File: src/sv/cbz_pkg.sv
// shared constants and register indexes for the cubic bezier evaluator
package cbz_pkg;

    // default coordinate and fraction widths
    localparam int DEF_COORD_BITS = 16;
    localparam int DEF_FRAC_BITS  = 16;

    // configuration register file
    localparam int NUM_REGS     = 8;
    localparam int CFG_IDX_BITS = 4;
    localparam int REG_SEL_BITS = $clog2(NUM_REGS);

    // register indexes
    localparam logic [REG_SEL_BITS-1:0] REG_P0_X = 3'd0;
    localparam logic [REG_SEL_BITS-1:0] REG_P0_Y = 3'd1;
    localparam logic [REG_SEL_BITS-1:0] REG_P1_X = 3'd2;
    localparam logic [REG_SEL_BITS-1:0] REG_P1_Y = 3'd3;
    localparam logic [REG_SEL_BITS-1:0] REG_P2_X = 3'd4;
    localparam logic [REG_SEL_BITS-1:0] REG_P2_Y = 3'd5;
    localparam logic [REG_SEL_BITS-1:0] REG_P3_X = 3'd6;
    localparam logic [REG_SEL_BITS-1:0] REG_P3_Y = 3'd7;

    // axis positions in per-axis arrays
    localparam int AX_X = 0;
    localparam int AX_Y = 1;

endpackage

File: src/sv/cbz_lerp.sv
// fixed-point linear interpolation a + round((b - a) * t), ties toward plus infinity
module cbz_lerp #(
    parameter int COORD_BITS = cbz_pkg::DEF_COORD_BITS,
    parameter int FRAC_BITS  = cbz_pkg::DEF_FRAC_BITS
) (
    input  logic signed [COORD_BITS-1:0] i_a,
    input  logic signed [COORD_BITS-1:0] i_b,
    input  logic        [FRAC_BITS:0]    i_t,
    output logic signed [COORD_BITS-1:0] o_y
);

    localparam int DW = COORD_BITS + 1;
    localparam int PW = DW + FRAC_BITS + 2;
    localparam int SW = PW - FRAC_BITS;
    localparam logic signed [PW-1:0] HALF = PW'(1) << (FRAC_BITS - 1);

    logic signed [DW-1:0]        w_diff;
    logic signed [FRAC_BITS+1:0] w_tt;
    logic signed [PW-1:0]        w_prod;
    logic signed [PW-1:0]        w_rnd;
    logic signed [SW-1:0]        w_step;
    logic signed [SW-1:0]        w_a_ext;
    logic signed [SW-1:0]        w_sum;

    // difference and scaled step
    assign w_diff  = {i_b[COORD_BITS-1], i_b} - {i_a[COORD_BITS-1], i_a};
    assign w_tt    = {1'b0, i_t};
    assign w_prod  = PW'(w_diff) * PW'(w_tt);
    assign w_rnd   = w_prod + HALF;

    // floor division by the fraction weight is an arithmetic shift
    assign w_step  = w_rnd[PW-1:FRAC_BITS];
    assign w_a_ext = {{(SW-COORD_BITS){i_a[COORD_BITS-1]}}, i_a};
    assign w_sum   = w_a_ext + w_step;

    // for t up to one the result lies between a and b, so truncation is exact
    assign o_y = w_sum[COORD_BITS-1:0];

endmodule

File: config.mk
export PLATFORM = sky130hd
export DESIGN_NAME = cbz_lerp
export DESIGN_NICKNAME = d
export VERILOG_FILES = /design/src/sv/cbz_pkg.sv /design/src/sv/cbz_lerp.sv
export SDC_FILE = /design/constraint.sdc
export NUM_CORES = 1
export LEC_CHECK = 0
export CAP_MARGIN = 40
export CORE_MARGIN = 4
export CORE_UTILIZATION = 60
export DETAILED_ROUTE_END_ITERATION = 10
export DONT_BUFFER_PORTS = 1
export PLACE_DENSITY = 0.76
export SLEW_MARGIN = 25
export SYNTH_ARGS = -nofsm -noshare
export SYNTH_HDL_FRONTEND = slang
export SYNTH_SLANG_ARGS = --single-unit
export TNS_END_PERCENT = 1
File: constraint.sdc
create_clock -name vclk -period 27.9
set_input_delay 5.58 -clock vclk [all_inputs]
set_output_delay 5.58 -clock vclk [all_outputs]
set_load 0.01 [all_outputs]
-- After elaboration in Yosys (flattened, before gate mapping)
Index checks and enable logic that the tools add are counted.
- add/sub/neg operators: 3
- multipliers: 1
- operators by type and width (operator ; number):
    adder 32 x 17 -> 32 bit (second input constant) ; 1
    multiplier 17 x 18 -> 32 bit ; 1
    subtractor 16 x 16 -> 17 bit ; 1
    adder 16 bit ; 1
- flip-flop bits (word level): 0
- input port bits: 49
- output and inout bits: 16
- word-level logic and storage cells: 4

-- Longest topological paths before layout
- word-level depth: 4
- mapped depth: 41
- depth with buffers taken out: 40

-- Least setup slack after synthesis
OpenSTA, ideal clock, no wires.
- kind: input to output
- start point: in i_b[0]
- end point: out o_y[15]
- arrival time: 14.535 ns
- required time: 22.320 ns
- path slack: 7.785 ns
- stages: 39
- buffers on the path: 1
- path through: inv_1 -> ha_1 -> fa_1 -> nor2b_1 -> o31ai_1 -> a21oi_1 -> a21oi_1 -> nor2b_1 -> o21ai_0 -> a221oi_1 -> clkbuf_1 -> nand2_1 -> fa_1 -> inv_1 -> fa_1 -> inv_1 -> fa_1 -> inv_1 -> (+3 left out) -> fa_1 -> inv_1 -> ha_1 -> nand3_1 -> a211oi_1 -> o211ai_1 -> a311oi_2 -> o21ai_1 -> a21oi_1 -> a21o_1 -> xor2_1 -> ha_1 -> or3_1 -> o2111ai_1 -> o21ai_0 -> o41ai_1 -> xnor3_1 -> xnor2_1
- longest elaborated chain between the ends: 4
- RTL lines (element ; RTL line ; text):
    start, declared ; cbz_lerp.sv:7 ; input logic signed [COORD_BITS-1:0] i_b,
    subtractor 16 x 16 -> 17 bit ; cbz_lerp.sv:26 ; assign w_diff = {i_b[COORD_BITS-1], i_b} - {i_a[COORD_BITS-1], i_a};
    multiplier 17 x 18 -> 32 bit ; cbz_lerp.sv:28 ; assign w_prod = PW'(w_diff) * PW'(w_tt);
    adder 32 x 17 -> 32 bit ; cbz_lerp.sv:29 ; assign w_rnd = w_prod + HALF;
    adder 16 bit ; cbz_lerp.sv:34 ; assign w_sum = w_a_ext + w_step;
    end, declared ; cbz_lerp.sv:9 ; output logic signed [COORD_BITS-1:0] o_y
No other way between the ends.

-- Worst setup path after layout
Same ends and word-level chain as after synthesis.

==> flow_summary.toml <==
[outcome]
status = "completed"

[sta]
finalCritPeriodShare = 0.755
max_slew.worst_pin.slew_ns = 0.728
max_freq_mhz = 47.5
setup_viol = 0
hold_viol = 0
rsz0062_at_grt = "false"
period_minus_slack_ns = 21.05
slew_headroom = 0.514
tns_ns = 0
final_max_slew_viol_count = 0

[setup_path]
critPathMaxStageDelay_ns = 0.53
crit_slowest_cell = "fa_1"
crit_end = "o_y[15]"
crit_path_max_fanout = 17
critPathLaunch = "i_b[0]"
path_common_cell = "fa_1"
path_class = "in -> out"
worst_ep_arrival_time_ns = 15.47
endpoint_kind = "output port"
worstSetupStartpointType = "primary input"
cp.required_ns = 22.32

[layout]
fin_nets = 1632
seq_cells = 0
area_growth_pct = 2.82
final_util = 0.626
drive_gt1_frac = 0.0213
regArea_um2 = 0
antenna_cells = 0
clock_buffers = 0

[synth]
syn_area_mm2 = 0.0105
synthAdderAreaFrac = 0.596
synth_cells = 1236
yosysSeqAreaShare = 0
yosysTopAreaCellShare = 0.432
synth.most_common_cell = "inv_1"
synth_top_family_by_area = "adder cells"
synth_cell_types = 54
syn_nets = 1648
synth_xor_area_frac = 0.0373
yosys.area_share.simple = 0.175
synth_area_leaders = "fa_1 43%, ha_1 16%, inv_1 12%, nand2_1 6.2%, and2_1 4.8%"
ys_warn_count = 0
synth_compound_area_frac = 0.0612
netlist_top_cells_count = "326 x inv_1, 226 x fa_1, 172 x nand2_1"
synthMuxAreaShare = 0.00108
yosys.area.top_type = "fa_1"
postSynthAreaPerCell_um2 = 8.47

[global_routing]
grt_pass1_wl_um = 42600
grt_pass1_vias = 8904
gr-usage-all-layers = 0.264
grt_max_degree = 18
overflow = 0
antenna_found_initial = 1

[place]
io_buffers = 0
dp_hpwl_um = 20100
finalWeightedCongestion = 0.881

[drt]
initialDrtViolationCount = 439
wirelength_um = 24700
routedWlPerCell_um = 17.1
ant_nets = 0
num_vias = 8032
drt-pass1-iter-count = 5
viasPerCell = 5.57
route.detailed.drc = 0

[run]
maxCapViolations = 0

[floorplan]
boundaryPins = 65
dieHeight_um = 140
fp.dieW_um = 140
core_area_mm2 = 0.0172
num_rows = 48
dieArea_mm2 = 0.0196
start_util = 0.609

[cts]
post_cts_buffers = 0
holdBufCountCts = 0
cts-resized-gates = 0

[hold_path]
hp-class = "in -> out"
-- worst min-delay path by stage --
stage          startpoint     end  slack [ns]  cells past startpoint
3_5_place_dp       i_a[0]  o_y[0]       11.33                      1
5_1_grt            i_a[0]  o_y[0]       11.33                      1
6_report           i_a[0]  o_y[0]       11.33                      1
4_1_cts            i_a[0]  o_y[0]       11.33                      1
2_1_floorplan      i_a[0]  o_y[0]       11.31                      1
3_3_place_gp       i_a[0]  o_y[0]       11.32                      1
-- metal layers --
metal	up-vias	wire length (µm)	global-route usage
met3	88	1220	0.0239
met1	4054	9560	0.327
met4	2	1010	0.0892
met5	-	13	0
met2	240	12900	0.485
li1	3648	-	-
-- cell usage in the layout (no fill, tap or decap), types with 2 or more instances in the layout --
master and n:
xor2_1 10, o21bai_1 2, xnor2_1 31, inv_1 326, nor4_1 2, ha_1 137, nor2_1 30, a211oi_1 2
o2111ai_1 2, nand3_1 5, a31oi_1 3, nor2b_1 39, o21ai_0 15, nor3_1 13, o21a_1 9, a2111oi_0 2
a21oi_1 30, nand4_1 4, o41ai_1 3, buf_4 14, and2_1 81, o211ai_1 3, a21boi_2 2, or3_1 2
nand2b_1 18, a21o_1 5, nand2_1 172, fa_1 226, o31ai_1 3
-- layout make-up --
type	instances	area, µm²
Fill cell	1500	6420
Multi-Input combinational cell	876	9130
Timing Repair Buffer	16	121
Inverter	326	1220
Tap cell	225	282
-- cell families (layout without fill, tap and decap cells) --
family | Yosys count | count (layout)
adder cells (fa/ha/maj) | 363 | 363
buffers and inverters | 360 | 342
AND/OR/NAND/NOR | 374 | 374
AO/OA/AOI/OAI | 95 | 95
multiplexers | 1 | 1
XOR/XNOR | 43 | 43
-- critical path: cells and delay by family --
kind | cells | cell delay (ns)
AND/OR/NAND/NOR | 7 | 0.71
XOR/XNOR | 2 | 0.81
buffers and inverters | 7 | 0.56
AO/OA/AOI/OAI | 15 | 3.65
adder cells (fa/ha/maj) | 10 | 4.16
-- through the flow --
step	cells	setup WS [ns]	hold slack, ns	area (µm²)
after floorplan	1236	7.79	11.31	10500
after detailed placement	1442	6.89	11.33	10800
after global placement	1441	7.25	11.32	10700
final	1443	6.85	11.33	10800
after CTS	1442	6.87	11.33	10800
after global routing	1443	6.11	11.33	10800
Power is left out: the tool's default activity adds up to more than one toggle a clock period on the data nets, which glitch-free logic cannot reach.
